--- config.mk ---
export PLATFORM = sky130hd
export DESIGN_NAME = buzzer_note_tone_sequencer_top
export DESIGN_NICKNAME = d
export VERILOG_FILES = /design/src/rtl/bnts_pkg.sv /design/src/rtl/bnts_div.sv /design/src/rtl/buzzer_note_tone_sequencer_top.sv
export SDC_FILE = /design/constraint.sdc
export NUM_CORES = 1
export LEC_CHECK = 0
export BUFFER_PORTS_ARGS = -buffer_cell sky130_fd_sc_hd__clkbuf_2
export CAP_MARGIN = 20
export CORE_MARGIN = 2
export CORE_UTILIZATION = 25
export CTS_CLUSTER_DIAMETER = 150
export DETAILED_ROUTE_END_ITERATION = 10
export HOLD_SLACK_MARGIN = 0.05
export SETUP_SLACK_MARGIN = 0.4
export SYNTH_ARGS = -nofsm -noshare
export SYNTH_HDL_FRONTEND = slang
export SYNTH_SLANG_ARGS = --single-unit
--- constraint.sdc ---
create_clock -name clock -period 6.04 [get_ports clock]
set_input_delay 0.604 -clock clock [delete_from_list [all_inputs] [get_ports clock]]
set_output_delay 0.604 -clock clock [all_outputs]
set_load 0.01 [all_outputs]
--- src/rtl/bnts_pkg.sv ---
// ----------------------------------------------------------------------------
// bnts_pkg: shared types and constants of the buzzer note tone sequencer
// Request and response structs, command codes, register indexes, reset
// values, sequencer states and divider interface types.
// ----------------------------------------------------------------------------
package bnts_pkg;

   // field widths
   localparam int CMD_W      = 2;
   localparam int PERIOD_W   = 16;
   localparam int DURATION_W = 24;
   localparam int PITCH_W    = 8;
   localparam int MAXPLAY_W  = 26;
   localparam int ELAPSED_W  = 25;
   localparam int TOTAL_W    = 27;
   localparam int CSR_IDX_W  = 1;
   localparam int CSR_DATA_W = 26;

   // shared divider geometry
   localparam int DIVIDEND_W = DURATION_W;
   localparam int DIVISOR_W  = 8;

   // defaults
   localparam int DUTY_DIVISOR_DEF = 10;
   localparam int PERIOD_MAX       = 65535;

   // command codes
   localparam logic [CMD_W-1:0] CMD_TICK    = 2'd0;
   localparam logic [CMD_W-1:0] CMD_LOAD    = 2'd1;
   localparam logic [CMD_W-1:0] CMD_RESTART = 2'd2;

   // register indexes
   localparam logic [CSR_IDX_W-1:0] CSR_PITCH_DIVISOR = 1'b0;
   localparam logic [CSR_IDX_W-1:0] CSR_MAX_PLAY_US   = 1'b1;

   // register reset values
   localparam logic [PITCH_W-1:0]   PITCH_DIVISOR_RST = 8'd2;
   localparam logic [MAXPLAY_W-1:0] MAX_PLAY_US_RST   = 26'd30000000;

   typedef struct packed {
      logic [CMD_W-1:0]      cmd;
      logic [PERIOD_W-1:0]   note_period_us;
      logic [DURATION_W-1:0] note_duration_us;
   } req_type;

   typedef struct packed {
      logic pin_level;
      logic busy_res;
      logic stopped;
      logic note_accepted;
   } rsp_type;

   typedef struct packed {
      logic                  start;
      logic [DIVIDEND_W-1:0] dividend;
      logic [DIVISOR_W-1:0]  divisor;
   } div_req_type;

   typedef struct packed {
      logic                  done;
      logic [DIVIDEND_W-1:0] quotient;
   } div_rsp_type;

   typedef enum logic [2:0] {
      ST_IDLE,
      ST_TICK_CHK,
      ST_DIV_PER,
      ST_DIV_AUX,
      ST_LEN_CHK,
      ST_FINISH,
      ST_CHECK_MAX,
      ST_RESP
   } state_type;

endpackage

--- src/rtl/bnts_div.sv ---
// ----------------------------------------------------------------------------
// bnts_div: shared serial divider
// Restoring unsigned division, one quotient bit per cycle. Done pulses for
// one cycle with the quotient valid from then until the next start.
// ----------------------------------------------------------------------------
module bnts_div
   import bnts_pkg::*;
#(
   parameter int DIVD_W = DIVIDEND_W,
   parameter int DIVS_W = DIVISOR_W
) (
   input  logic        clock,
   input  logic        reset,
   input  div_req_type div_req,
   output div_rsp_type div_rsp
);

   localparam int CNT_W = $clog2(DIVD_W + 1);

   logic [DIVD_W-1:0] quo_ff, quo_in;
   logic [DIVS_W-1:0] rem_ff, rem_in;
   logic [DIVS_W-1:0] dvs_ff, dvs_in;
   logic [CNT_W-1:0]  cnt_ff, cnt_in;
   logic              busy_ff, busy_in;
   logic              done_ff, done_in;
   logic [DIVS_W:0]   trial;
   logic              fits;

   assign trial = {rem_ff, quo_ff[DIVD_W-1]};
   assign fits  = trial >= {1'b0, dvs_ff};

   always_comb begin
      quo_in  = quo_ff;
      rem_in  = rem_ff;
      dvs_in  = dvs_ff;
      cnt_in  = cnt_ff;
      busy_in = busy_ff;
      done_in = 1'b0;
      if (div_req.start) begin
         quo_in  = div_req.dividend;
         rem_in  = '0;
         dvs_in  = div_req.divisor;
         cnt_in  = CNT_W'(DIVD_W);
         busy_in = 1'b1;
      end else if (busy_ff) begin
         rem_in = fits ? DIVS_W'(trial - {1'b0, dvs_ff}) : trial[DIVS_W-1:0];
         quo_in = {quo_ff[DIVD_W-2:0], fits};
         cnt_in = cnt_ff - 1'b1;
         if (cnt_ff == CNT_W'(1)) begin
            busy_in = 1'b0;
            done_in = 1'b1;
         end
      end
   end

   always_ff @(posedge clock) begin
      quo_ff <= quo_in;
      rem_ff <= rem_in;
      dvs_ff <= dvs_in;
      cnt_ff <= cnt_in;
      if (reset) begin
         busy_ff <= 1'b0;
         done_ff <= 1'b0;
      end else begin
         busy_ff <= busy_in;
         done_ff <= done_in;
      end
   end

   assign div_rsp.done     = done_ff;
   assign div_rsp.quotient = quo_ff;

endmodule

--- src/rtl/buzzer_note_tone_sequencer_top.sv ---
// ----------------------------------------------------------------------------
// buzzer_note_tone_sequencer_top: square-wave buzzer note sequencer
// Plays notes and rests on microsecond ticks; one response per request.
// ----------------------------------------------------------------------------
// Usage:
//   req_* carries one request: a one-microsecond tick, a note load or a
//   restart. A request is taken when req_valid is high and req_stall low.
//   rsp_* returns exactly one response per request: pin level, busy,
//   stopped and whether a load was taken.
//   csr_* writes pitch_divisor (index 0) or max_play_us (index 1); write
//   only while no request is in flight.
// Flow (from acceptance to the registered response):
//   a tick passes ST_TICK_CHK, ST_FINISH, ST_CHECK_MAX only as needed; a
//   refused load, a restart or an unused code goes straight to ST_RESP.
//   An accepted load runs the shared 24-step serial divider twice (period
//   / pitch, then scaled period / duty divisor or duration / pitch).
//   req_stall is high from acceptance until the response is registered.
// Reset:
//   Synchronous, active high. Registers return to their default values,
//   playback state and total are cleared, no response is pending.
// Receiver stall:
//   The response register holds while rsp_stall is high; the next request
//   can be accepted meanwhile but its response waits for the register.
// ----------------------------------------------------------------------------
module buzzer_note_tone_sequencer_top
   import bnts_pkg::*;
#(
   parameter int DUTY_DIVISOR = DUTY_DIVISOR_DEF
) (
   input  logic                  clock,
   input  logic                  reset,
   // request channel
   input  logic                  req_valid,
   output logic                  req_stall,
   input  req_type               req_data,
   // response channel
   output logic                  rsp_valid,
   input  logic                  rsp_stall,
   output rsp_type               rsp_data,
   // register write port
   input  logic                  csr_we,
   input  logic [CSR_IDX_W-1:0]  csr_index,
   input  logic [CSR_DATA_W-1:0] csr_wdata
);

   // high phase width follows from the largest scaled period / duty divisor
   localparam int HIGH_W = $clog2(PERIOD_MAX / DUTY_DIVISOR + 1);

   // registers
   logic [PITCH_W-1:0]   pitch_ff;
   logic [MAXPLAY_W-1:0] max_play_ff;

   // sequencer and playback state
   state_type             state_ff, state_in;
   logic [PERIOD_W-1:0]   scaled_ff, scaled_in;
   logic [HIGH_W-1:0]     high_ff, high_in;
   logic [PERIOD_W-1:0]   phase_ff, phase_in;
   logic [ELAPSED_W-1:0]  elapsed_ff, elapsed_in;
   logic [DURATION_W-1:0] length_ff, length_in;
   logic [TOTAL_W-1:0]    total_ff, total_in;
   logic                  rest_ff, rest_in;
   logic                  playing_ff, playing_in;
   logic                  halted_ff, halted_in;
   logic                  acc_ff, acc_in;
   logic [DURATION_W-1:0] dur_ff, dur_in;

   // response register
   logic    rsp_valid_ff, rsp_valid_in;
   rsp_type rsp_data_ff, rsp_data_in;

   // divider
   div_req_type div_req;
   div_rsp_type div_rsp;

   logic                 req_take;
   logic [DIVISOR_W-1:0] div_eff;
   logic [PERIOD_W:0]    phase_inc;
   logic [TOTAL_W:0]     total_sum;
   logic [ELAPSED_W-1:0] addend;

   bnts_div #(
      .DIVD_W (DIVIDEND_W),
      .DIVS_W (DIVISOR_W)
   ) u_div (
      .clock   (clock),
      .reset   (reset),
      .div_req (div_req),
      .div_rsp (div_rsp)
   );

   assign req_stall = (state_ff != ST_IDLE);
   assign req_take  = req_valid && !req_stall;

   // a zero divisor acts as one
   assign div_eff   = (pitch_ff == '0) ? DIVISOR_W'(1) : DIVISOR_W'(pitch_ff);
   assign phase_inc = {1'b0, phase_ff} + 1'b1;

   // saturating total: rest adds its length, tone adds its elapsed time
   assign addend    = rest_ff ? {1'b0, length_ff} : elapsed_ff;
   assign total_sum = {1'b0, total_ff} + (TOTAL_W + 1)'(addend);

   always_comb begin
      state_in     = state_ff;
      scaled_in    = scaled_ff;
      high_in      = high_ff;
      phase_in     = phase_ff;
      elapsed_in   = elapsed_ff;
      length_in    = length_ff;
      total_in     = total_ff;
      rest_in      = rest_ff;
      playing_in   = playing_ff;
      halted_in    = halted_ff;
      acc_in       = acc_ff;
      dur_in       = dur_ff;
      rsp_valid_in = rsp_valid_ff && rsp_stall;
      rsp_data_in  = rsp_data_ff;
      div_req      = '0;

      case (state_ff)
         ST_IDLE: begin
            if (req_take) begin
               acc_in   = 1'b0;
               dur_in   = req_data.note_duration_us;
               state_in = ST_RESP;
               case (req_data.cmd)
                  CMD_TICK: begin
                     if (playing_ff && !halted_ff) begin
                        if (rest_ff) begin
                           elapsed_in = elapsed_ff + 1'b1;
                           state_in   = ST_TICK_CHK;
                        end else if (phase_inc >= {1'b0, scaled_ff}) begin
                           phase_in   = '0;
                           elapsed_in = elapsed_ff + ELAPSED_W'(scaled_ff);
                           state_in   = ST_TICK_CHK;
                        end else begin
                           phase_in = phase_inc[PERIOD_W-1:0];
                        end
                     end
                  end
                  CMD_LOAD: begin
                     if (!playing_ff && !halted_ff) begin
                        acc_in           = 1'b1;
                        div_req.start    = 1'b1;
                        div_req.dividend = DIVIDEND_W'(req_data.note_period_us);
                        div_req.divisor  = div_eff;
                        state_in         = ST_DIV_PER;
                     end
                  end
                  CMD_RESTART: begin
                     scaled_in  = '0;
                     high_in    = '0;
                     phase_in   = '0;
                     elapsed_in = '0;
                     length_in  = '0;
                     total_in   = '0;
                     rest_in    = 1'b0;
                     playing_in = 1'b0;
                     halted_in  = 1'b0;
                  end
                  default: ;
               endcase
            end
         end
         ST_TICK_CHK: begin
            state_in = (elapsed_ff >= {1'b0, length_ff}) ? ST_FINISH : ST_RESP;
         end
         ST_DIV_PER: begin
            if (div_rsp.done) begin
               scaled_in        = div_rsp.quotient[PERIOD_W-1:0];
               phase_in         = '0;
               elapsed_in       = '0;
               div_req.start    = 1'b1;
               state_in         = ST_DIV_AUX;
               if (div_rsp.quotient == '0) begin
                  // scaled period of zero: play as rest
                  rest_in          = 1'b1;
                  high_in          = '0;
                  div_req.dividend = dur_ff;
                  div_req.divisor  = div_eff;
               end else begin
                  rest_in          = 1'b0;
                  length_in        = dur_ff;
                  div_req.dividend = div_rsp.quotient;
                  div_req.divisor  = DIVISOR_W'(DUTY_DIVISOR);
               end
            end
         end
         ST_DIV_AUX: begin
            if (div_rsp.done) begin
               if (rest_ff) begin
                  length_in = div_rsp.quotient;
               end else begin
                  high_in = HIGH_W'(div_rsp.quotient);
               end
               playing_in = 1'b1;
               state_in   = ST_LEN_CHK;
            end
         end
         ST_LEN_CHK: begin
            // zero-length note finishes at load
            state_in = (length_ff == '0) ? ST_FINISH : ST_RESP;
         end
         ST_FINISH: begin
            playing_in = 1'b0;
            phase_in   = '0;
            total_in   = total_sum[TOTAL_W] ? '1 : total_sum[TOTAL_W-1:0];
            state_in   = rest_ff ? ST_RESP : ST_CHECK_MAX;
         end
         ST_CHECK_MAX: begin
            if (total_ff > TOTAL_W'(max_play_ff)) begin
               halted_in = 1'b1;
            end
            state_in = ST_RESP;
         end
         ST_RESP: begin
            if (!rsp_valid_ff || !rsp_stall) begin
               rsp_valid_in              = 1'b1;
               rsp_data_in.pin_level     = playing_ff && !rest_ff &&
                                           (phase_ff < PERIOD_W'(high_ff));
               rsp_data_in.busy_res      = playing_ff;
               rsp_data_in.stopped       = halted_ff;
               rsp_data_in.note_accepted = acc_ff;
               state_in                  = ST_IDLE;
            end
         end
         default: state_in = ST_IDLE;
      endcase
   end

   always_ff @(posedge clock) begin
      acc_ff      <= acc_in;
      dur_ff      <= dur_in;
      rsp_data_ff <= rsp_data_in;
      if (reset) begin
         state_ff     <= ST_IDLE;
         scaled_ff    <= '0;
         high_ff      <= '0;
         phase_ff     <= '0;
         elapsed_ff   <= '0;
         length_ff    <= '0;
         total_ff     <= '0;
         rest_ff      <= 1'b0;
         playing_ff   <= 1'b0;
         halted_ff    <= 1'b0;
         rsp_valid_ff <= 1'b0;
      end else begin
         state_ff     <= state_in;
         scaled_ff    <= scaled_in;
         high_ff      <= high_in;
         phase_ff     <= phase_in;
         elapsed_ff   <= elapsed_in;
         length_ff    <= length_in;
         total_ff     <= total_in;
         rest_ff      <= rest_in;
         playing_ff   <= playing_in;
         halted_ff    <= halted_in;
         rsp_valid_ff <= rsp_valid_in;
      end
   end

   // register writes
   always_ff @(posedge clock) begin
      if (reset) begin
         pitch_ff    <= PITCH_DIVISOR_RST;
         max_play_ff <= MAX_PLAY_US_RST;
      end else if (csr_we) begin
         case (csr_index)
            CSR_PITCH_DIVISOR: pitch_ff    <= csr_wdata[PITCH_W-1:0];
            CSR_MAX_PLAY_US:   max_play_ff <= csr_wdata[MAXPLAY_W-1:0];
            default: ;
         endcase
      end
   end

   assign rsp_valid = rsp_valid_ff;
   assign rsp_data  = rsp_data_ff;

endmodule

---- After elaboration in Yosys (flattened, before gate mapping) ----
Index checks and enable logic that the tools add are counted.
cells by class
  add/subtract/negate cells ............... 6
  magnitude comparators ................... 5
  equality and inequality tests ........... 25
  mux-type cells .......................... 76
  bitwise operators ....................... 2
  reduce and logical (&&, ||, !) cells .... 41
operators by type and width
  operator                                                         count
  24-bit two-way mux                                               8
  25-bit two-way mux                                               6
  33-bit two-way mux                                               4
  16-bit two-way mux                                               8
  25-bit one-hot mux with 2 select lines                           2
  27-bit two-way mux                                               3
  13-bit two-way mux                                               6
  24-bit one-hot mux with 3 select lines                           1
  33-bit one-hot mux with 2 select lines                           1
  16-bit one-hot mux with 2 select lines                           2
  27-bit one-hot mux with 2 select lines                           1
  24-bit logical NOT                                               2
  16-bit one-hot mux with 3 select lines                           1
  13-bit one-hot mux with 3 select lines                           1
  32-bit two-way mux                                               1
  27-bit by 25-bit adder with 28-bit output                        1
  27-bit by 26-bit > comparator with 1-bit output                  1
  25-bit by 1-bit adder with 25-bit output, second input constant  1
  25-bit by 16-bit adder with 25-bit output                        1
  25-bit by 24-bit >= comparator with 1-bit output                 1
  3-bit two-way mux                                                8
  3-bit one-hot mux with 8 select lines                            1
  16-bit by 1-bit adder with 17-bit output, second input constant  1
  17-bit by 16-bit >= comparator with 1-bit output                 1
  36 further kinds                                                 92
storage, ports and cells
  register bits after elaboration ......... 238
  input port bits ......................... 74
  output and inout bits ................... 6
  word-level logic and storage cells ...... 180

---- Depth between registers and ports, before layout ----
Gate-level depths: netlist (run 1).
  word-level depth ........................ 8
  mapped depth ............................ 17
  gate-level depth less buffers ........... 15

---- By module ----
From an unflattened synthesis (run 1), not the netlist that was laid out.
unflattened totals
  cells, all modules ...................... 1690
  area total of the unflattened synthesis .. 14579.0 um2
modules (own cells, without submodules)
  module                          instances  cells each  area each (um2)  seq. area each (um2)
  buzzer_note_tone_sequencer_top  1          1493        12200.5          4113.9
  bnts_div                        1          197         2378.5           1261.2

---- Least setup slack after synthesis (run 1) ----
OpenSTA, ideal clock, no wires.
  path type ............................... reg2reg
  start ................................... register phase_ff[2]
  end ..................................... register elapsed_ff[19]
  library setup time ...................... 70 ps
  data arrival time ....................... 3621 ps
  setup slack ............................. 2349 ps
  cell stages (with the launch flop) ...... 16
  buffers on the path ..................... 1
  clock period less this slack ............ 3691 ps
  cell sequence ........................... dfxtp_1 and3_2 and3_2 and3_1 clkbuf_1 nand3_1 xnor2_1 ha_1 nand2_1 o21ai_1 a211oi_1 or3_1 a31o_4 a2111o_1 or3_1 a21oi_1
on the way
  cells in the longest elaborated chain, start to end .. 4
RTL lines
  item                                              line                                   text
  start: declaration                                buzzer_note_tone_sequencer_top.sv:57   logic [PERIOD_W-1:0] phase_ff, phase_in;
  start signal: assignment                          buzzer_note_tone_sequencer_top.sv:250  phase_ff <= phase_in;
  16-bit by 1-bit adder with 17-bit output          buzzer_note_tone_sequencer_top.sv:96   assign phase_inc = {1'b0, phase_ff} + 1'b1;
  17-bit by 16-bit >= comparator with 1-bit output  buzzer_note_tone_sequencer_top.sv:131  end else if (phase_inc >= {1'b0, scaled_ff}) begin
  4-bit inequality test (no source line)            --
  6-bit AND reduction (no source line)              --
  end signal: assignment                            buzzer_note_tone_sequencer_top.sv:251  elapsed_ff <= elapsed_in;
  end: declaration                                  buzzer_note_tone_sequencer_top.sv:58   logic [ELAPSED_W-1:0] elapsed_ff, elapsed_in;
Every way passes these cells.
A chain may end at the register's enable or synchronous reset.

---- Worst setup path after layout (run 1) ----
  start ................................... register phase_ff[0]
  end ..................................... register elapsed_ff[11]
Same word-level chain as after synthesis.

==> results by group, run 1 <==
Status
  • Status: completed

Floorplanning
  • Core Region: 0.0564 mm^2
  • Die height: 243 um
  • Die X: 243 um
  • # IOs: 80
  • FP Rows: 87
  • Die area: 0.0590 mm^2
  • Initial core utilization: 25.3%

Synthesis
  • Sequential fraction of the synthesis area: 37.7%
  • Cells after Synth: 1684
  • Library cells used by synthesis: 77
  • Yosys Warn Count: 0
  • Syn Area/Cell: 8.47 um^2
  • Yosys reg bits: 238
  • Post-synth EDFFs: 61
  • Top_reg_cell synth: dfxtp_1
  • Post-synth net total: 1891
  • Synth async-reset ratio: 0%
  • Synthesized area: 0.0143 mm^2

STA
  • Min setup slack post-route: 1.77 ns
  • Fmax: 234 MHz
  • Fin. Hold Viols: 0
  • Tmin final: 4.27 ns
  • RSZ-0062 raised after global routing: no
  • Final hold slack: 0.187 ns
  • Setup TNS: 0 ns
  • Worst rel slew slack: 26.5%
  • Worst Max-Slew Pin Slew: 1.10 ns
  • Final period utilization: 70.7%
  • Setup-failing EPs final: 0
  • Final setup skew: 0.0560 ns
  • Max Slew Vio Count: 0

Power and ir drop
  • LEAKAGE: 6.79 nW
  • Cell Pwr Density: 298 mW/mm^2
  • Peak supply drop: 262 uV
  • Pwr Total: 4.91 mW

Global routing
  • Initial antenna violation count: 1
  • Global-route wire length before repair: 65000 um
  • GRT Resource Usage Total: 13.5%
  • Largest net degree at the start of global routing: 70
  • Vias in the first global route: 11921
  • Grt ovf: 0

Clock network
  • H-tree Lvls: 1
  • Setup bufs post-CTS: 0
  • # hold bufs at CTS: 0
  • Clk buf depth: 3
  • PostCTS Resize Cnt: 0
  • CTS tree: done
  • Clock Latency Late Sink: 0.59 ns
  • Number of buffers created by CTS: 28
  • Worst-path clk slew: 0.06 ns
  • Clock root buffer: clkbuf_16
  • Clk sink count: 238

Critical path
  • CP delay by family, top: compound AO/OA/AOI/OAI gates
  • Startpoint types: flip-flop
  • Critical path peak fanout: 16
  • CP Data Arrival Time: 4.73 ns
  • Critical Path RT: 6.50 ns
  • Crit end category: flip-flop
  • Crit path max-delay cell type: o21ai_2
  • Crit path kind: flip-flop to flip-flop
  • Worst path bufs/invs: 0
  • Critical path cell sequence: ha_1 > nand3_4 > nor2_1 > nand3_1 > nor3_1 > xnor2_1 > ha_1 > a21o_1 > a21oi_1 > a21bo_2 > a211oi_2 > a31oi_1 > o21ai_2 > nand2_1 > a21oi_1
  • Worst path max stage delay: 0.64 ns

Placement
  • HPWL Detailed: 30800 um
  • Setup WS pre-CTS: 1.86 ns
  • RePlAce Congestion: 0.880
  • PortBufs: 79

Cells and area
  • Share of cells above drive strength 1: 11.1%
  • Layout filler cell count: 6085
  • Final net count: 1939
  • Area grow syn2layout: 15.5%

Flow run
  • # Max-Cap Violations: 0

Drt
  • Avg WL per Cell: 16.2 um
  • Initial drt markers: 1003
  • DRC errors left: 0
  • Via count: 12498
  • Post-route ant nets: 0
  • Vias per inst: 4.98
  • Pre-antenna DRT Iters: 6
  • Post-Route WL: 40600 um

Worst hold path
  • Worst min path class: input pin to flip-flop
==> kinds of logic (layout without fill, tap and decap cells) <==
group | after synthesis | in the layout | synth area share, %
AND/OR/NAND/NOR | 604 | 604 | 19.9
AO/OA/AOI/OAI | 426 | 426 | 19.7
flip-flops | 238 | 238 | 37.7
buffers and inverters | 201 | 271 | 5.35
adder cells (fa/ha/maj) | 133 | 133 | 11.8
XOR/XNOR | 49 | 49 | 3.01
multiplexers | 33 | 33 | 2.50
other | 0 | 1 | 0
==> report_power, final <==
| group | internal (mW) | switching (mW) | leakage, nW |
|---|---|---|---|
| clock | 1.08 | 0.728 | 0.496 |
| combinational | 0.426 | 0.694 | 4.30 |
| sequential | 1.82 | 0.168 | 2.00 |
==> synth_stat cells (15+ instances only) <==
| cell | instances | area [um^2] |
|---|---|---|
| nand3_1 | 52 | 260 |
| nand2_1 | 217 | 815 |
| a21o_1 | 33 | 248 |
| nand3b_1 | 17 | 128 |
| clkbuf_1 | 59 | 221 |
| nor2b_1 | 26 | 163 |
| mux2_2 | 21 | 236 |
| o21a_1 | 21 | 158 |
| nor4_1 | 17 | 106 |
| a21oi_1 | 138 | 691 |
| a211oi_1 | 22 | 165 |
| a222oi_1 | 15 | 150 |
| dfxtp_1 | 177 | 3540 |
| a22oi_1 | 19 | 143 |
| xnor2_1 | 27 | 236 |
| edfxtp_1 | 61 | 1830 |
| o21ai_0 | 78 | 390 |
| nor2_1 | 150 | 563 |
| xor2_1 | 22 | 193 |
| ha_1 | 130 | 1630 |
| nand4_1 | 20 | 125 |
| inv_1 | 127 | 477 |
| nor3_1 | 30 | 150 |
==> registers in the layout (all words and copies together), names as in the netlist, 3 cells and up <==
name / count
elapsed_ff: 25
u_div.quo_ff: 24
rsp_data: 4
scaled_ff: 16
max_play_ff: 26
length_ff: 24
u_div.dvs_ff: 8
high_ff: 13
dur_ff: 24
pitch_ff: 8
u_div.cnt_ff: 5
u_div.rem_ff: 8
phase_ff: 16
state_ff: 3
total_ff: 27
==> area by class of cell <==
cell class | instances | area (um^2) | share of cell area [%]
Clock buffer | 33 | 759 | 4.61
Multi-Input combinational cell | 1245 | 8140 | 49.4
Clock inverter | 19 | 241 | 1.47
Sequential cell | 238 | 5380 | 32.6
Antenna cell | 1 | 2.50 | 0.0152
Tap cell | 756 | 946 | 5.74
Inverter | 127 | 477 | 2.89
Timing Repair Buffer | 92 | 536 | 3.25
==> layer usage <==
layer  up-vias  part of all wire, %  global-route usage, %
met5         -                    0                      0
met4         0                  2.6                   4.33
met3        69                  6.1                   2.22
met2       381                   44                   21.2
met1      5943                   47                   18.8
li1       6105                    -                      -
==> final timing paths <==
path	from	endpoint	slack, ns	depth (start not counted)
worst max-delay path	phase_ff[0]	elapsed_ff[11]	1.77	15
worst max register to register	phase_ff[0]	elapsed_ff[11]	1.77	15
worst min-delay path	req_data[18]	dur_ff[18]	0.19	1
worst min register to register	acc_ff	rsp_data[0]	0.43	0
==> stage by stage <==
stage	cell area [um^2]	cells	utilization, %
2_1_floorplan	14300	1684	-
3_3_place_gp	15400	2455	27.3
3_5_place_dp	15400	2457	27.4
4_1_cts	16400	2509	29.2
5_1_grt	16500	2511	29.2
6_report	16500	2511	29.2
==> layout by cell type (no fill, tap or decap), types with 13 or more instances in the layout <==
master	netlist	final
ha_1	130	130
xor2_1	22	22
o21a_1	21	21
nor3_1	30	29
inv_1	127	127
nor2_1	150	149
nand2_1	217	217
a21o_1	33	33
nand4_1	20	20
clkbuf_2	0	78
o21ai_0	78	78
a211oi_1	22	22
mux2_2	21	21
a222oi_1	15	15
clkbuf_16	0	28
nor4_1	17	17
a22oi_1	19	19
nand3b_1	17	17
xnor2_1	27	27
or3_1	13	13
a21oi_1	138	137
nand2b_1	13	13
a311oi_1	14	14
nand3_1	52	52
dfxtp_1	177	176
nor2b_1	26	26
edfxtp_1	61	61
No activity file was read; power rests on OpenSTA's default activity.
==> inputs of run 2 (changes only) <==
- ABC_AREA: unset -> 1
- clock period: 6.04 -> 3.74 ns (I/O delays scaled with it)
==> results by group, run 2 <==
Status
  • Status: completed (unchanged)

Clock network
  • Worst-path clk slew: 0.06 ns (about the same)
  • Clock Latency Late Sink: 0.57 ns (was 0.59 ns)
  • Clk buf depth: 3 (unchanged)
  • H-tree Lvls: 1 (unchanged)
  • CTS tree: done (unchanged)
  • Clock root buffer: clkbuf_16 (unchanged)
  • Number of buffers created by CTS: 27 (was 28)
  • Clk sink count: 238 (unchanged)

Drt
  • Pre-antenna DRT Iters: 5 (was 6)
  • Avg WL per Cell: 14.5 um (was 16.2 um)
  • Post-Route WL: 46600 um (was 40600 um)
  • Post-route ant nets: 0 (unchanged)
  • DRC errors left: 0 (unchanged)
  • Via count: 14742 (was 12498)
  • Initial drt markers: 1000 (was 1003)
  • Vias per inst: 4.59 (was 4.98)

Cells and area
  • Cell area after layout: 0.0184 mm^2 (was 0.0165 mm^2)
  • Top reg by flops: total_ff (unchanged)
  • Area grow syn2layout: 16.7% (was 15.5%)
  • Most common cell after layout, fill and taps aside: nand2_1 (unchanged)
  • Share of cells above drive strength 1: 9.39% (was 11.1%)
  • Layout filler cell count: 6832 (was 6085)
  • Fin util: 29.3% (was 29.2%)
  • Antenna cell count: 0 (was 1)
  • Max FFs per register: 27 (unchanged)
  • Final net count: 2550 (was 1939)
  • Commonest non-fill, non-tap cells in the layout: nand2_1, inv_1, nor2_1 (was nand2_1, dfxtp_1, nor2_1)
  • Top Registers: total_ff x27, max_play_ff x26, elapsed_ff x25 (unchanged)

Critical path
  • Critical Path RT: 4.12 ns (was 6.50 ns)
  • Worst path max stage delay: 0.36 ns (was 0.64 ns)
  • Crit path max-delay cell type: dfxtp_2 (was o21ai_2)
  • CP Data Arrival Time: 3.41 ns (was 4.73 ns)
  • Critical path cell sequence: ha_2 > nand2_1 > nor2_4 > nand2_2 > nor2_2 > nand3_1 > xor2_1 > inv_1 > ha_1 > nand2_1 > nor2_1 > nand2_1 > o21ai_0 > nand2_1 > nand2_1 > nor2_2 > nand4_2 > nand2_1 > buf_12 > nand2_1 > a21oi_1 (was ha_1 > nand3_4 > nor2_1 > nand3_1 > nor3_1 > xnor2_1 > ha_1 > a21o_1 > a21oi_1 > a21bo_2 > a211oi_2 > a31oi_1 > o21ai_2 > nand2_1 > a21oi_1)
  • Startpoint types: flip-flop (unchanged)
  • Worst path bufs/invs: 2 (was 0)
  • Worst path most repeated cell: nand2_1
  • Crit end category: flip-flop (unchanged)
  • Crit path kind: flip-flop to flip-flop (unchanged)
  • CP delay by family, top: simple AND/OR/NAND/NOR gates (was compound AO/OA/AOI/OAI gates)
  • Critical path peak fanout: 24 (was 16)

STA
  • Fin. Hold Viols: 0 (unchanged)
  • Worst Max-Slew Pin Slew: 1.06 ns (was 1.10 ns)
  • RSZ-0062 raised after global routing: yes (was no)
  • Max Slew Vio Count: 0 (unchanged)
  • Tmin final: 3.03 ns (was 4.27 ns)
  • Final hold slack: 0.0622 ns (was 0.187 ns)
  • Fmax: 330 MHz (was 234 MHz)
  • Worst rel slew slack: 29.2% (was 26.5%)
  • Setup TNS: 0 ns (unchanged)
  • Final setup skew: 0.0204 ns (was 0.0560 ns)
  • Final period utilization: 81.0% (was 70.7%)
  • Setup-failing EPs final: 0 (unchanged)

Floorplanning
  • Die area: 0.0651 mm^2 (was 0.0590 mm^2)
  • Core Region: 0.0627 mm^2 (was 0.0564 mm^2)
  • Die X: 255 um (was 243 um)
  • FP Rows: 92 (was 87)
  • # IOs: 80 (unchanged)
  • Initial core utilization: 25.1% (was 25.3%)
  • Die height: 255 um (was 243 um)

Global routing
  • Grt ovf: 0 (unchanged)
  • GR Util met3: 1.51% (was 2.22%)
  • Met1 Usage GRT: 20.2% (was 18.8%)
  • Vias in the first global route: 13741 (was 11921)
  • GRT Resource Usage Total: 14.2% (was 13.5%)
  • Initial antenna violation count: 0 (was 1)
  • M2 GR Usage: 23.5% (was 21.2%)
  • Largest net degree at the start of global routing: 87 (was 70)
  • Global route hottest layer: met2 (unchanged)
  • Global-route wire length before repair: 74500 um (was 65000 um)

Synthesis
  • Synthesized area: 0.0158 mm^2 (was 0.0143 mm^2)
  • Most instantiated cells after synthesis: nand2_1, inv_1, nor2_1 (was nand2_1, dfxtp_1, nor2_1)
  • Post-synth EDFFs: 61 (unchanged)
  • Top area cells in the synthesized netlist: dfxtp_1, nand2_1, edfxtp_1 (was dfxtp_1, edfxtp_1, ha_1)
  • Syn Area/Cell: 6.99 um^2 (was 8.47 um^2)
  • Sequential fraction of the synthesis area: 34.1% (was 37.7%)
  • Library cells used by synthesis: 54 (was 77)
  • Cells after Synth: 2255 (was 1684)
  • Most common cell in the netlist: nand2_1 (unchanged)
  • Yosys Warn Count: 0 (unchanged)
  • Yosys reg bits: 238 (unchanged)
  • Post-synth net total: 2462 (was 1891)
  • Synth async-reset ratio: 0% (unchanged)
  • Yosys top cell area share: 22.5% (was 24.9%)
  • Post-synth top area cell: dfxtp_1 (unchanged)
  • Top_reg_cell synth: dfxtp_1 (unchanged)

Placement
  • Post-DP Area: 0.0170 mm^2 (was 0.0154 mm^2)
  • RePlAce Congestion: 0.928 (was 0.880)
  • HPWL Detailed: 35500 um (was 30800 um)
  • PortBufs: 79 (unchanged)

Power and ir drop
  • Cell Pwr Density: 544 mW/mm^2 (was 298 mW/mm^2)
  • LEAKAGE: 8.19 nW (was 6.79 nW)
  • Pwr Total: 10.0 mW (was 4.91 mW)
  • Peak supply drop: 374 uV (was 262 uV)

Flow run
  • # Max-Cap Violations: 0 (unchanged)

Worst hold path
  • Worst min path class: input pin to flip-flop (unchanged)
-- run 2: changes by cell type in the layout (fill, tap and decap cells not counted), sizes merged, moves of 21 or more --
cell	delta
mux2	-21
nor2b	-26
a21oi	+68
nor2	+71
o21ai	+23
nand2	+361
nand3	+72
o22ai	+26
dlygate4sd3	+32
inv	+209
a21o	-33
nand4	+24
-- run 2: logic make-up after synthesis --
logic type | after synthesis | share of synthesized area [%]
buffers and inverters | 413 | 10.4
adder cells (fa/ha/maj) | 133 | 10.7
flip-flops | 238 | 34.1
XOR/XNOR | 39 | 2.17
AO/OA/AOI/OAI | 406 | 14.6
AND/OR/NAND/NOR | 1026 | 28.0
-- run 2: layout make-up --
type,instances,area [um^2],area share (%)
sequential,238,5380,29.2
timing repair buffer,132,900,4.89
inverter,340,1280,6.98
tap,846,1060,5.76
clock inverter,15,176,0.959
multi-input combinational,1604,8800,47.8
clock buffer,35,800,4.35
-- run 2: path summary, 6_finish.rpt --
| kind | from | endpoint | slack, ns | cells past startpoint |
|---|---|---|---|---|
| worst max-delay path | phase_ff[0] | elapsed_ff[8] | 0.71 | 21 |
| worst min-delay path | csr_wdata[23] | max_play_ff[23] | 0.06 | 3 |
| worst max register to register | phase_ff[0] | elapsed_ff[8] | 0.71 | 21 |
| worst min register to register | acc_ff | rsp_data[0] | 0.43 | 0 |
-- run 2: timing repair --
| action | 4_1_cts | 5_1_grt |
|---|---|---|
| resized for setup | 0 | 20 |
| buffers inserted | 0 | 0 |
| endpoints found under the hold margin | 32 | 0 |
| endpoints found under the setup margin | 0 | 70 |
| hold buffers | 32 | 0 |
-- run 2: through the flow --
stage	setup slack (ns)	instances
finish	0.712	3210
global route	0.381	3210
CTS	0.423	3210
detailed placement	0.459	3128
global placement	0.552	3128
floorplan	0.742	2255
-- run 2: worst reg2reg max path: stages (launching register included) --
cell     delay [ns]
dfxtp_2        0.36
ha_2           0.19
nand2_1        0.09
nor2_4         0.13
nand2_2        0.10
nor2_2         0.12
nand3_1        0.12
xor2_1         0.16
inv_1          0.08
ha_1           0.29
nand2_1        0.07
nor2_1         0.13
nand2_1        0.08
o21ai_0        0.17
nand2_1        0.07
nand2_1        0.07
nor2_2         0.05
nand4_2        0.11
nand2_1        0.11
buf_12         0.21
nand2_1        0.06
a21oi_1        0.07
-- run 2: power breakdown --
group	switching (mW)	leakage, nW	total, mW	internal [mW]
combinational	2.56	5.70	3.76	1.21
sequential	0.264	2.01	3.35	3.09
clock	1.16	0.486	2.89	1.73
-- run 2: metal layers --
metal	share of wire [%]	vias up	wire (um)
met1	48	6717	22400
met4	1.4	0	650
met5	0	-	0
li1	-	7588	-
met2	45	398	21100
met3	5.1	39	2350
==> inputs of run 3 (changes only) <==
- clock period: 3.74 -> 2.7 ns (I/O delays scaled with it)
==> results by group, run 3 (same netlist as run 2, synthesis figures left out) <==
Floorplanning
  • Die X: 255 um (unchanged)
  • Die area: 0.0651 mm^2 (unchanged)
  • # IOs: 80 (unchanged)
  • Initial core utilization: 25.1% (unchanged)
  • Core Region: 0.0627 mm^2 (unchanged)
  • FP Rows: 92 (unchanged)
  • Die height: 255 um (unchanged)

Placement
  • RePlAce Congestion: 0.970 (was 0.928)
  • Post-DP Area: 0.0181 mm^2 (was 0.0170 mm^2)
  • PortBufs: 79 (unchanged)
  • HPWL Detailed: 37600 um (was 35500 um)
  • Setup WS pre-CTS: -0.218 ns (was 0.459 ns)

STA
  • Min setup slack post-route: -0.135 ns (was 0.712 ns)
  • Final hold slack: 0.0394 ns (was 0.0622 ns)
  • Setup TNS: -2.16 ns (was 0 ns)
  • Max Slew Vio Count: 0 (unchanged)
  • Worst rel slew slack: 46.7% (was 29.2%)
  • Final period utilization: 105% (was 81.0%)
  • Fin. Hold Viols: 0 (unchanged)
  • Setup-failing EPs final: 40 (was 0)
  • Fmax: 353 MHz (was 330 MHz)
  • Final setup skew: 0.0107 ns (was 0.0204 ns)
  • Tmin final: 2.83 ns (was 3.03 ns)
  • RSZ-0062 raised after global routing: yes (unchanged)
  • Worst Max-Slew Pin Slew: 0.798 ns (was 1.06 ns)

Critical path
  • Worst path max stage delay: 0.35 ns (was 0.36 ns)
  • Reg2reg setup slack: -0.13 ns (was 0.71 ns)
  • CP Data Arrival Time: 3.34 ns (was 3.41 ns)
  • Levels on crit path: 22 (was 21)
  • Critical path cell sequence: ha_4 > nand2_4 > nor2_4 > nand2_2 > nor2_4 > nand3_2 > nor2_2 > xor2_1 > ha_1 > nand2_1 > nor2_1 > nand2_1 > o21ai_1 > nand2_1 > nand2_2 > nor2_4 > nand4_4 > buf_12 > buf_12 > nand2_8 > nand2_1 > a21oi_2 (was ha_2 > nand2_1 > nor2_4 > nand2_2 > nor2_2 > nand3_1 > xor2_1 > inv_1 > ha_1 > nand2_1 > nor2_1 > nand2_1 > o21ai_0 > nand2_1 > nand2_1 > nor2_2 > nand4_2 > nand2_1 > buf_12 > nand2_1 > a21oi_1)
  • Critical path peak fanout: 8 (was 24)
  • Worst path bufs/invs: 2 (unchanged)
  • Crit path max-delay cell type: dfxtp_2 (unchanged)
  • Worst Setup SP: phase_ff[0] (unchanged)
  • CP delay by family, top: simple AND/OR/NAND/NOR gates (unchanged)
  • Critical Path Sink: elapsed_ff[14] (was elapsed_ff[8])
  • Critical Path RT: 3.21 ns (was 4.12 ns)
  • Crit path kind: flip-flop to flip-flop (unchanged)
  • R2r endpoint: elapsed_ff[14] (was elapsed_ff[8])
  • Crit end category: flip-flop (unchanged)
  • Startpoint types: flip-flop (unchanged)
  • FF-to-FF path depth: 22 (was 21)
  • Worst path most repeated cell: nand2_1 (unchanged)
  • FF-to-FF Start: phase_ff[0] (unchanged)

Cells and area
  • Max FFs per register: 27 (unchanged)
  • Top Registers: total_ff x27, max_play_ff x26, elapsed_ff x25 (unchanged)
  • Fin util: 34.1% (was 29.3%)
  • Cell area after layout: 0.0214 mm^2 (was 0.0184 mm^2)
  • Share of cells above drive strength 1: 23.4% (was 9.39%)
  • Commonest non-fill, non-tap cells in the layout: nand2_1, inv_1, nor2_1 (unchanged)
  • Most common cell after layout, fill and taps aside: nand2_1 (unchanged)
  • Top reg by flops: total_ff (unchanged)
  • Antenna cell count: 0 (unchanged)
  • Final net count: 2761 (was 2550)
  • Area grow syn2layout: 35.8% (was 16.7%)

Global routing
  • GRT Resource Usage Total: 15.6% (was 14.2%)
  • Global route hottest layer: met2 (unchanged)
  • Vias in the first global route: 15157 (was 13741)
  • Met1 Usage GRT: 21.1% (was 20.2%)
  • Global-route wire length before repair: 81300 um (was 74500 um)
  • Largest net degree at the start of global routing: 87 (unchanged)
  • GR Util met3: 1.98% (was 1.51%)
  • M2 GR Usage: 25.9% (was 23.5%)
  • Grt ovf: 0 (unchanged)
  • Initial antenna violation count: 0 (unchanged)

Clock network
  • CTS tree: done (unchanged)
  • Clk buf depth: 3 (unchanged)
  • Clock Latency Late Sink: 0.58 ns (was 0.57 ns)
  • Number of buffers created by CTS: 28 (was 27)
  • H-tree Lvls: 1 (unchanged)
  • Clk sink count: 238 (unchanged)
  • Worst-path clk slew: 0.06 ns (about the same)
  • Clock root buffer: clkbuf_16 (unchanged)

Worst hold path
  • Worst min path class: input pin to flip-flop (unchanged)

Drt
  • Vias per inst: 4.63 (was 4.59)
  • Via count: 15829 (was 14742)
  • Post-route ant nets: 0 (unchanged)
  • Initial drt markers: 1160 (was 1000)
  • DRC errors left: 0 (unchanged)
  • Post-Route WL: 51500 um (was 46600 um)
  • Pre-antenna DRT Iters: 5 (unchanged)
  • Avg WL per Cell: 15.0 um (was 14.5 um)

Status
  • Status: finished, violations left (was completed)
  • Failing checks: negative setup slack

Flow run
  • # Max-Cap Violations: 0 (unchanged)

Power and ir drop
  • LEAKAGE: 9.57 nW (was 8.19 nW)
  • Peak supply drop: 678 uV (was 374 uV)
  • Cell Pwr Density: 705 mW/mm^2 (was 544 mW/mm^2)
==> run 3: tightest hold or removal path, cell delays in order <==
cell	delay [ns]
clkbuf_2	0.08
nand2_1	0.12
a21oi_1	0.09
==> run 3: timing repair <==
| action | in CTS | in global routing |
|---|---|---|
| endpoints found under the hold margin | 74 | 0 |
| setup endpoints to repair | 117 | 143 |
| cloned | 8 | 2 |
| hold buffers | 67 | 0 |
| buffers inserted | 39 | 10 |
| resized for setup | 181 | 108 |
| pin swaps | 67 | 29 |
==> run 3: cell type report <==
class / instances / area (um^2)
multi-input combinational: 1610 / 9930
fill: 6574 / 41300
tap: 846 / 1060
timing repair buffer: 335 / 2730
sequential: 238 / 5390
timing repair inverter: 1 / 7.51
inverter: 340 / 1300
clock buffer: 34 / 733
clock inverter: 18 / 253
==> run 3: report_power, final <==
| part | switching, mW | total [mW] | internal (mW) |
|---|---|---|---|
| Combinational | 4.03 | 6.39 | 2.36 |
| Clock | 1.63 | 4.06 | 2.43 |
| Sequential | 0.362 | 4.64 | 4.28 |
| Total | 6.02 | 15.1 | 9.06 |
==> run 3: worst min path at each step <==
stage           startpoint  depth (start not counted)          end  slack (ns)
4_1_cts          rsp_stall                          3    rsp_valid        0.06
3_5_place_dp        acc_ff                          0  rsp_data[0]        0.43
3_3_place_gp        acc_ff                          0  rsp_data[0]        0.42
5_1_grt          rsp_stall                          3    rsp_valid        0.08
6_report         rsp_stall                          3    rsp_valid        0.04
2_1_floorplan  req_data[0]                          0    dur_ff[0]        0.37
==> run 3: metal layers <==
metal	part of all wire [%]	wire [um]	up-vias
met5	0	0	-
met2	46	23600	408
met1	46	23900	7301
met4	2.8	1440	0
li1	-	-	8045
met3	4.9	2520	75
==> run 3: per-stage QoR <==
step | power [mW] | std cells
6_report | 15.1 | 3422
5_1_grt | 16.0 | 3422
4_1_cts | 14.8 | 3410
3_5_place_dp | 10.2 | 3244
3_3_place_gp | 10.2 | 3244
2_1_floorplan | 8.63 | 2255
